<file path="config.mk">
export PLATFORM = sky130hd
export DESIGN_NAME = node_heartbeat_presence_monitor
export DESIGN_NICKNAME = d
export VERILOG_FILES = /design/src/rtl/core/nhpm_pkg.sv /design/src/rtl/core/nhpm_eval.sv /design/src/rtl/core/node_heartbeat_presence_monitor.sv
export SDC_FILE = /design/constraint.sdc
export NUM_CORES = 1
export LEC_CHECK = 0
export CAP_MARGIN = 40
export CORE_MARGIN = 1.5
export CORE_UTILIZATION = 55
export CTS_CLUSTER_DIAMETER = 100
export DETAILED_ROUTE_END_ITERATION = 7
export DONT_BUFFER_PORTS = 1
export GPL_TIMING_DRIVEN = 0
export PLACE_DENSITY_LB_ADDON = 0.08
export SLEW_MARGIN = 40
export SYNTH_ARGS = -nofsm -noshare
export SYNTH_HDL_FRONTEND = slang
export SYNTH_SLANG_ARGS = --single-unit
</file>
<file path="constraint.sdc">
create_clock -name i_clk -period 6.9 [get_ports i_clk]
set_input_delay 1.035 -clock i_clk [delete_from_list [all_inputs] [get_ports i_clk]]
set_output_delay 1.035 -clock i_clk [all_outputs]
set_load 0.005 [all_outputs]
</file>
<file path="src/rtl/core/nhpm_pkg.sv">
package nhpm_pkg;

    localparam int NHPM_NODE_COUNT = 64;

    localparam int CNT_W   = 8;
    localparam int CMD_W   = 3;
    localparam int IDX_W   = 6;
    localparam int CODE_W  = 2;
    localparam int PADDR_W = 5;
    localparam int PDATA_W = 32;

    localparam logic [CMD_W-1:0] CMD_HEARTBEAT = 3'd0;
    localparam logic [CMD_W-1:0] CMD_SET_REG   = 3'd1;
    localparam logic [CMD_W-1:0] CMD_CLR_ONE   = 3'd2;
    localparam logic [CMD_W-1:0] CMD_CLR_ALL   = 3'd3;
    localparam logic [CMD_W-1:0] CMD_TICK      = 3'd4;

    localparam logic [CODE_W-1:0] EV_RESTORED = 2'd0;
    localparam logic [CODE_W-1:0] EV_LOST     = 2'd1;
    localparam logic [CODE_W-1:0] EV_BOTH     = 2'd2;

    localparam logic [2:0] CFG_COUNT_TOP    = 3'd0;
    localparam logic [2:0] CFG_ONLINE_MIN   = 3'd1;
    localparam logic [2:0] CFG_OFFLINE_MIN  = 3'd2;
    localparam logic [2:0] CFG_REC_INTERVAL = 3'd3;
    localparam logic [2:0] CFG_LOSS_INTERVAL = 3'd4;

    localparam logic [CNT_W-1:0] RST_COUNT_TOP     = 8'd255;
    localparam logic [CNT_W-1:0] RST_ONLINE_MIN    = 8'd3;
    localparam logic [CNT_W-1:0] RST_OFFLINE_MIN   = 8'd1;
    localparam logic [CNT_W-1:0] RST_REC_INTERVAL  = 8'd5;
    localparam logic [CNT_W-1:0] RST_LOSS_INTERVAL = 8'd10;

    typedef enum logic [2:0] {
        S_IDLE,
        S_MOD,
        S_SWEEP_RD,
        S_SWEEP_EV,
        S_FLUSH
    } t_state;

    typedef struct packed {
        logic             registered;
        logic             offline;
        logic [CNT_W-1:0] count;
    } t_node;

    typedef struct packed {
        logic rec;
        logic loss;
    } t_pass;

    typedef struct packed {
        logic              changed;
        logic [CODE_W-1:0] code;
        logic              offline;
        logic              clr_count;
    } t_eval;

endpackage

</file>
<file path="src/rtl/core/nhpm_eval.sv">
module nhpm_eval
    import nhpm_pkg::*;
(
    input  t_node            i_node,
    input  t_pass            i_pass,
    input  logic [CNT_W-1:0] i_online_min,
    input  logic [CNT_W-1:0] i_offline_min,
    output t_eval            o_eval
);

    logic enough;
    logic too_few;

    assign enough  = i_node.count >= i_online_min;
    assign too_few = i_node.count < i_offline_min;

    always_comb begin
        o_eval.changed   = 1'b0;
        o_eval.code      = EV_RESTORED;
        o_eval.offline   = i_node.offline;
        o_eval.clr_count = i_pass.loss && i_node.registered;

        // recovery pass
        if (i_pass.rec && i_node.offline && enough) begin
            o_eval.offline = 1'b0;
            o_eval.changed = 1'b1;
        end

        // loss pass, registered nodes only
        if (i_pass.loss && i_node.registered) begin
            if (!o_eval.offline && too_few) begin
                o_eval.offline = 1'b1;
                o_eval.code    = o_eval.changed ? EV_BOTH : EV_LOST;
                o_eval.changed = 1'b1;
            end else if (o_eval.offline && enough) begin
                o_eval.offline = 1'b0;
                o_eval.changed = 1'b1;
                o_eval.code    = EV_RESTORED;
            end
        end
    end

endmodule

</file>
<file path="src/rtl/core/node_heartbeat_presence_monitor.sv">
// node heartbeat presence monitor
// input channel (i_in_valid / o_in_stall) takes one command beat: heartbeat,
// set registration, clear one count, clear all counts or tick. the output
// channel (o_out_valid / i_out_stall) gives one event beat per node whose
// presence changed during a tick, in ascending node order, o_last on the final.
// node state sits in two single-port memories (flags and counts), read data
// registered; heartbeat, set registration, clear one and each tick node are a
// read-modify-write over those ports. heartbeat, set registration, clear one:
// read in idle, write in the modify state. clear all, unknown command and
// out-of-range index: handled in idle. tick: one read and one write-back per
// node, then a flush; a waiting event on a stalled output holds the sweep;
// input is stalled for the whole sweep. the last event leaves at sweep end.
// reset clears the per-entry valid bits, so every entry reads its reset value
// at once; there is no clearing pass. config registers return to defaults.
// a stalled output holds its beat; input beats are still taken meanwhile.
// config: apb writes at 4*index, pready always high.
module node_heartbeat_presence_monitor
    import nhpm_pkg::*;
#(
    parameter int NODE_COUNT = NHPM_NODE_COUNT
) (
    input  logic               i_clk,
    input  logic               i_rst_n,

    input  logic               i_in_valid,
    output logic               o_in_stall,
    input  logic [CMD_W-1:0]   i_cmd,
    input  logic [IDX_W-1:0]   i_panel_index,
    input  logic               i_register_value,

    output logic               o_out_valid,
    input  logic               i_out_stall,
    output logic [IDX_W-1:0]   o_event_index,
    output logic [CODE_W-1:0]  o_event_code,
    output logic               o_last,

    input  logic               psel,
    input  logic               penable,
    input  logic               pwrite,
    input  logic [PADDR_W-1:0] paddr,
    input  logic [PDATA_W-1:0] pwdata,
    output logic [PDATA_W-1:0] prdata,
    output logic               pready
);

    localparam int AW = (NODE_COUNT > 1) ? $clog2(NODE_COUNT) : 1;
    localparam logic [AW-1:0] LAST_ADDR = AW'(NODE_COUNT - 1);
    localparam logic [IDX_W:0] NODE_LIM = (IDX_W + 1)'(NODE_COUNT);

    typedef struct packed {
        logic registered;
        logic offline;
    } t_flags;

    // config
    logic [CNT_W-1:0] r_count_top;
    logic [CNT_W-1:0] r_online_min;
    logic [CNT_W-1:0] r_offline_min;
    logic [CNT_W-1:0] r_rec_interval;
    logic [CNT_W-1:0] r_loss_interval;
    logic             cfg_wr;

    // control
    t_state           r_state;
    t_state           n_state;
    logic [CMD_W-1:0] r_cmd;
    logic             r_regv;
    logic [AW-1:0]    r_addr;
    logic [CNT_W-1:0] r_rec_ticks;
    logic [CNT_W-1:0] r_loss_ticks;
    t_pass            r_pass;

    // memories
    t_flags           r_st_mem  [NODE_COUNT];
    logic [CNT_W-1:0] r_cnt_mem [NODE_COUNT];
    logic [NODE_COUNT-1:0] r_st_vld;
    logic [NODE_COUNT-1:0] r_cnt_vld;
    t_flags           r_st_q;
    logic             r_st_qv;
    logic [CNT_W-1:0] r_cnt_q;
    logic             r_cnt_qv;

    // pending and output beats
    logic              r_pend_valid;
    logic [AW-1:0]     r_pend_idx;
    logic [CODE_W-1:0] r_pend_code;
    logic              r_out_valid;
    logic [IDX_W-1:0]  r_out_idx;
    logic [CODE_W-1:0] r_out_code;
    logic              r_out_last;

    // combinational control
    logic             accept;
    logic             in_range;
    logic             out_free;
    logic             rd_en;
    logic [AW-1:0]    rd_addr;
    logic             st_we;
    t_flags           st_wdata;
    logic             cnt_we;
    logic [CNT_W-1:0] cnt_wdata;
    logic             cnt_clr_all;
    logic             ev_step;
    logic             pend_load;
    logic             out_load;
    logic             out_last_in;
    logic             sweep_done;

    // tick counters
    logic [CNT_W-1:0] rec_inc;
    logic [CNT_W-1:0] loss_inc;
    logic             rec_hit;
    logic             loss_hit;

    t_node            node;
    t_eval            ev;
    logic             rst_registered;

    // ---------------- config port ----------------
    assign pready = 1'b1;
    assign cfg_wr = psel && penable && pwrite && pready;

    always_ff @(posedge i_clk) begin
        if (!i_rst_n) begin
            r_count_top     <= RST_COUNT_TOP;
            r_online_min    <= RST_ONLINE_MIN;
            r_offline_min   <= RST_OFFLINE_MIN;
            r_rec_interval  <= RST_REC_INTERVAL;
            r_loss_interval <= RST_LOSS_INTERVAL;
        end else if (cfg_wr) begin
            unique case (paddr[4:2])
                CFG_COUNT_TOP:     r_count_top     <= pwdata[CNT_W-1:0];
                CFG_ONLINE_MIN:    r_online_min    <= pwdata[CNT_W-1:0];
                CFG_OFFLINE_MIN:   r_offline_min   <= pwdata[CNT_W-1:0];
                CFG_REC_INTERVAL:  r_rec_interval  <= pwdata[CNT_W-1:0];
                CFG_LOSS_INTERVAL: r_loss_interval <= pwdata[CNT_W-1:0];
                default: ;
            endcase
        end
    end

    always_comb begin
        unique case (paddr[4:2])
            CFG_COUNT_TOP:     prdata = PDATA_W'(r_count_top);
            CFG_ONLINE_MIN:    prdata = PDATA_W'(r_online_min);
            CFG_OFFLINE_MIN:   prdata = PDATA_W'(r_offline_min);
            CFG_REC_INTERVAL:  prdata = PDATA_W'(r_rec_interval);
            CFG_LOSS_INTERVAL: prdata = PDATA_W'(r_loss_interval);
            default:           prdata = '0;
        endcase
    end

    // ---------------- read data with reset values ----------------
    assign rst_registered = ((IDX_W + 1)'(r_addr) == (IDX_W + 1)'(1))
                         || ((IDX_W + 1)'(r_addr) == (IDX_W + 1)'(2));

    always_comb begin
        node.registered = r_st_qv ? r_st_q.registered : rst_registered;
        node.offline    = r_st_qv ? r_st_q.offline    : 1'b0;
        node.count      = r_cnt_qv ? r_cnt_q : '0;
    end

    nhpm_eval u_eval (
        .i_node        (node),
        .i_pass        (r_pass),
        .i_online_min  (r_online_min),
        .i_offline_min (r_offline_min),
        .o_eval        (ev)
    );

    // ---------------- control ----------------
    assign in_range   = {1'b0, i_panel_index} < NODE_LIM;
    assign accept     = i_in_valid && !o_in_stall;
    assign out_free   = !r_out_valid || !i_out_stall;
    assign sweep_done = r_addr == LAST_ADDR;

    assign rec_inc  = r_rec_ticks + 1'b1;
    assign loss_inc = r_loss_ticks + 1'b1;
    assign rec_hit  = rec_inc >= r_rec_interval;
    assign loss_hit = loss_inc >= r_loss_interval;

    always_comb begin
        n_state = r_state;
        unique case (r_state)
            S_IDLE: begin
                if (i_in_valid) begin
                    unique case (i_cmd)
                        CMD_HEARTBEAT, CMD_SET_REG, CMD_CLR_ONE: begin
                            if (in_range) begin
                                n_state = S_MOD;
                            end
                        end
                        CMD_TICK: n_state = S_SWEEP_RD;
                        default:  n_state = S_IDLE;
                    endcase
                end
            end
            S_MOD:      n_state = S_IDLE;
            S_SWEEP_RD: n_state = S_SWEEP_EV;
            S_SWEEP_EV: begin
                if (ev_step) begin
                    n_state = sweep_done ? S_FLUSH : S_SWEEP_RD;
                end
            end
            S_FLUSH: begin
                if (!r_pend_valid || out_free) begin
                    n_state = S_IDLE;
                end
            end
            default: n_state = S_IDLE;
        endcase
    end

    always_comb begin
        o_in_stall  = r_state != S_IDLE;
        rd_en       = 1'b0;
        rd_addr     = r_addr;
        st_we       = 1'b0;
        st_wdata    = '{registered: node.registered, offline: node.offline};
        cnt_we      = 1'b0;
        cnt_wdata   = node.count;
        cnt_clr_all = 1'b0;
        ev_step     = 1'b0;
        pend_load   = 1'b0;
        out_load    = 1'b0;
        out_last_in = 1'b0;
        unique case (r_state)
            S_IDLE: begin
                rd_addr = i_panel_index[AW-1:0];
                if (i_in_valid) begin
                    unique case (i_cmd)
                        CMD_HEARTBEAT, CMD_SET_REG, CMD_CLR_ONE: rd_en = in_range;
                        CMD_CLR_ALL: cnt_clr_all = 1'b1;
                        default: ;
                    endcase
                end
            end
            S_MOD: begin
                unique case (r_cmd)
                    CMD_HEARTBEAT: begin
                        cnt_we = 1'b1;
                        if (node.count < r_count_top) begin
                            cnt_wdata = node.count + 1'b1;
                        end
                    end
                    CMD_SET_REG: begin
                        st_we             = 1'b1;
                        st_wdata.registered = r_regv;
                    end
                    CMD_CLR_ONE: begin
                        cnt_we    = 1'b1;
                        cnt_wdata = '0;
                    end
                    default: ;
                endcase
            end
            S_SWEEP_RD: rd_en = 1'b1;
            S_SWEEP_EV: begin
                ev_step = !ev.changed || !r_pend_valid || out_free;
                if (ev_step) begin
                    st_we            = 1'b1;
                    st_wdata.offline = ev.offline;
                    cnt_we           = ev.clr_count;
                    cnt_wdata        = '0;
                    pend_load        = ev.changed;
                    out_load         = ev.changed && r_pend_valid;
                end
            end
            S_FLUSH: begin
                out_load    = r_pend_valid && out_free;
                out_last_in = 1'b1;
            end
            default: ;
        endcase
    end

    always_ff @(posedge i_clk) begin
        if (!i_rst_n) begin
            r_state      <= S_IDLE;
            r_cmd        <= CMD_HEARTBEAT;
            r_regv       <= 1'b0;
            r_addr       <= '0;
            r_rec_ticks  <= '0;
            r_loss_ticks <= '0;
            r_pass       <= '0;
        end else begin
            r_state <= n_state;
            if (accept) begin
                r_cmd  <= i_cmd;
                r_regv <= i_register_value;
                if (i_cmd == CMD_TICK) begin
                    r_addr       <= '0;
                    r_pass.rec   <= rec_hit;
                    r_pass.loss  <= loss_hit;
                    r_rec_ticks  <= (rec_hit || loss_hit) ? '0 : rec_inc;
                    r_loss_ticks <= loss_hit ? '0 : loss_inc;
                end else begin
                    r_addr <= i_panel_index[AW-1:0];
                end
            end else if (ev_step && !sweep_done) begin
                r_addr <= r_addr + 1'b1;
            end
        end
    end

    // ---------------- memories ----------------
    always_ff @(posedge i_clk) begin
        if (st_we) begin
            r_st_mem[r_addr] <= st_wdata;
        end
        if (rd_en) begin
            r_st_q <= r_st_mem[rd_addr];
        end
    end

    always_ff @(posedge i_clk) begin
        if (cnt_we) begin
            r_cnt_mem[r_addr] <= cnt_wdata;
        end
        if (rd_en) begin
            r_cnt_q <= r_cnt_mem[rd_addr];
        end
    end

    always_ff @(posedge i_clk) begin
        if (!i_rst_n) begin
            r_st_vld  <= '0;
            r_cnt_vld <= '0;
            r_st_qv   <= 1'b0;
            r_cnt_qv  <= 1'b0;
        end else begin
            if (st_we) begin
                r_st_vld[r_addr] <= 1'b1;
            end
            if (cnt_clr_all) begin
                r_cnt_vld <= '0;
            end else if (cnt_we) begin
                r_cnt_vld[r_addr] <= 1'b1;
            end
            if (rd_en) begin
                r_st_qv  <= r_st_vld[rd_addr];
                r_cnt_qv <= r_cnt_vld[rd_addr];
            end
        end
    end

    // ---------------- pending event and output beat ----------------
    always_ff @(posedge i_clk) begin
        if (!i_rst_n) begin
            r_pend_valid <= 1'b0;
            r_out_valid  <= 1'b0;
        end else begin
            if (pend_load) begin
                r_pend_valid <= 1'b1;
            end else if (out_load) begin
                r_pend_valid <= 1'b0;
            end
            if (out_load) begin
                r_out_valid <= 1'b1;
            end else if (!i_out_stall) begin
                r_out_valid <= 1'b0;
            end
        end
    end

    always_ff @(posedge i_clk) begin
        if (pend_load) begin
            r_pend_idx  <= r_addr;
            r_pend_code <= ev.code;
        end
        if (out_load) begin
            r_out_idx  <= IDX_W'(r_pend_idx);
            r_out_code <= r_pend_code;
            r_out_last <= out_last_in;
        end
    end

    assign o_out_valid   = r_out_valid;
    assign o_event_index = r_out_idx;
    assign o_event_code  = r_out_code;
    assign o_last        = r_out_last;

endmodule

</file>
==> flow_metrics.env <==
export IMPL_outcome="completed"
export IMPL_die_area_mm2=0.0695
export IMPL_viasPerCell=6.65
export IMPL_final_nets=3350
export IMPL_synth_commonest_cells="edfxtp_1, nand2_1, dfxtp_1"
export IMPL_required_ns=7.39
export IMPL_clock_sinks=870
export IMPL_cts_buffer_depth=3
export IMPL_cp_max_fo=10
export IMPL_insertion_delay_ns=0.67
export IMPL_crit_type="flip-flop to flip-flop"
export IMPL_setup_viol=0
export IMPL_wire_per_inst_um=30.4
export IMPL_grt_max_degree=65
export IMPL_hp_class="flip-flop to flip-flop"
export IMPL_num_vias=27900
export IMPL_fin_util_pct=63.0
export IMPL_die_x_um=264
export IMPL_antenna_left=0
export IMPL_arrival_ns=5.44
export IMPL_gp_congestion=1.03
export IMPL_synth_seq_cells=870
export IMPL_fin_area_mm2=0.0423
export IMPL_grt_pass1_vias=26300
export IMPL_num_io_pins=98
export IMPL_ys_top_cells_by_area="edfxtp_1, dfxtp_1, nand2_1, mux2i_1, a211oi_1"
export IMPL_drc=0
export IMPL_die_y_um=264
export IMPL_port_buffers=0
export IMPL_drive_gt1_share_pct=11.7
export IMPL_dpl_cell_area_mm2=0.0395
export IMPL_synth_edf_count=667
export IMPL_antenna_found_initial=2
export IMPL_ys_flop_type="edfxtp_1"
export IMPL_multi_input_area_mm2=0.0125
export IMPL_avgSynthCellArea_um2=12.1
export IMPL_cts_htree_levels=3
export IMPL_yosys_area_top_type="edfxtp_1"
export IMPL_fill_cells=5192
export IMPL_synthArstFlopShare_pct=0
export IMPL_tns_ns=0
export IMPL_worst_pin_slew_ns=0.991
export IMPL_grt_pass1_wl_um=183000
export IMPL_max_cap_violations=0
export IMPL_fmax_ghz=0.202
export IMPL_period_minus_slack_ns=4.94
export IMPL_synthToLayoutAreaGrowth_pct=13.3
export IMPL_peakVddDrop_mv=0.224
export IMPL_leakage_uw=0.0149
export IMPL_hold_viol=0
export IMPL_grt_use_total_pct=36.6
export IMPL_dp_hpwl_um=93200
export IMPL_netlist_area_mm2=0.0373
export IMPL_path_clk_slew_ns=0.07
export IMPL_synth_cell_types=72
export IMPL_cts_resized=0
export IMPL_coreArea_mm2=0.0672
export IMPL_first_iter_violations=4288
export IMPL_start_kind="flip-flop"
export IMPL_seq_area_mm2=0.0241
export IMPL_initial_core_util_pct=55.6
export IMPL_critPathCaptureType="flip-flop"
export IMPL_postCtsHoldBufs=0
export IMPL_max_slew_margin_pct=34.0
export IMPL_synth_top_area_share_pct=53.6
export IMPL_timing_final_crit_share_pct=71.7
export IMPL_yosys_cell_count_top_type="edfxtp_1"
export IMPL_wl_um=128000
export IMPL_yosys_warnings=0
export IMPL_cts_root_buf="clkbuf_16"
export IMPL_post_cts_buffers=0
export IMPL_cts_buffers=88
export IMPL_synth_cells=3096
export IMPL_ys_seq_area_share_pct=64.5
export IMPL_rsz0062_at_grt="no"
export IMPL_overflow=0
export IMPL_cts_tree="yes"
export IMPL_placementRows=95
export IMPL_detail_route_first_pass_iterations=6
export IMPL_power_density_mw_per_mm2=295
export IMPL_drv_slew=0
export IMPL_finClkSkew_ns=0.0301
## critical path, cell delays in order (launching register included)
cell      delay, ns
dfxtp_1        0.30
buf_2          0.18
nor3_2         0.57
buf_2          0.41
mux2i_4        0.64
nand2_1        0.38
clkbuf_1       0.42
o221ai_1       0.66
nor4_1         0.16
nor3_1         0.77
a211o_1        0.25
## cell usage in the layout, fill, tap and decap left out, drive strengths merged, types with 104 or more instances in the layout
cell type,Yosys,routed
mux2i,154,154
dfxtp,203,203
nand2,504,504
nor2,162,162
a211oi,143,143
edfxtp,667,667
clkbuf,136,256
and3,157,157
o21ai,104,104
buf,115,160
## area by class of cell
type	count	share of cell area, %
tap	873	2.58
clock buffer	119	5.60
antenna	1	0.00592
sequential	870	57.0
multi-input combinational	1947	29.6
buffer	251	2.89
clock inverter	41	0.810
timing repair buffer	46	1.12
inverter	51	0.453
## metal layers
layer	wire length (um)	global-route usage, %
met5	37	0
met1	50200	51.1
met2	55100	53.7
met3	16700	10.2
met4	5920	16.0
## report_power, final
group / internal [uW] / total, uW / leakage [uW] / switching (uW)
combinational: 533 / 2100 / 0.00580 / 1570
clock: 2500 / 4570 / 0.00131 / 2060
sequential: 5770 / 5800 / 0.00777 / 27.1
total: 8800 / 12500 / 0.0149 / 3660
## state kept, by name (all words and copies together), names as in the netlist, 2 cells and up
name             flops
r_cnt_mem          512
r_loss_interval      8
r_online_min         8
r_offline_min        8
r_pend_idx           6
r_st_mem           128
r_addr               6
r_loss_ticks         8
o_event_index        6
r_st_vld            64
r_cnt_vld           64
r_pend_code          2
r_pass               2
r_rec_ticks          8
r_cmd                3
r_state              3
r_cnt_q              8
r_st_q               2
r_count_top          8
o_event_code         2
r_rec_interval       8
## stage by stage
step	setup WS, ns	instances	power, uW	hold slack [ns]
after floorplan	0.446	3119	6970	0.400
after global placement	-6.68	3992	7830	0.401
after detailed placement	1.91	4035	7910	0.405
after CTS	2.09	4195	12400	0.419
after global routing	1.74	4198	12700	0.423
final	1.96	4199	12500	0.417
## cells by family after synthesis
kind of cell	Yosys count	share of synthesized area, %
DFF	870	64.5
buffers and inverters	302	3.72
muxes	163	4.52
other	2	0.0201
xor gates and xnor gates	13	0.305
and+or+nand+nor	1052	12.9
AOI/OAI and AO/OA	653	12.6
adders and majority gates	41	1.37
## worst paths after layout
path                                              start                    endpoint  slack, ns  cells after the start
worst max register to register  r_state[2]$_SDFFE_PN0P_        r_cnt_q[3]$_DFFE_PP_       1.96                     10
worst min-delay path            r_pend_idx[1]$_DFFE_PP_  o_event_index[1]$_DFFE_PP_       0.42                      0
worst min register to register  r_pend_idx[1]$_DFFE_PP_  o_event_index[1]$_DFFE_PP_       0.42                      0
worst max-delay path            r_state[2]$_SDFFE_PN0P_        r_cnt_q[3]$_DFFE_PP_       1.96                     10
(Power assumes the default switching activity.)
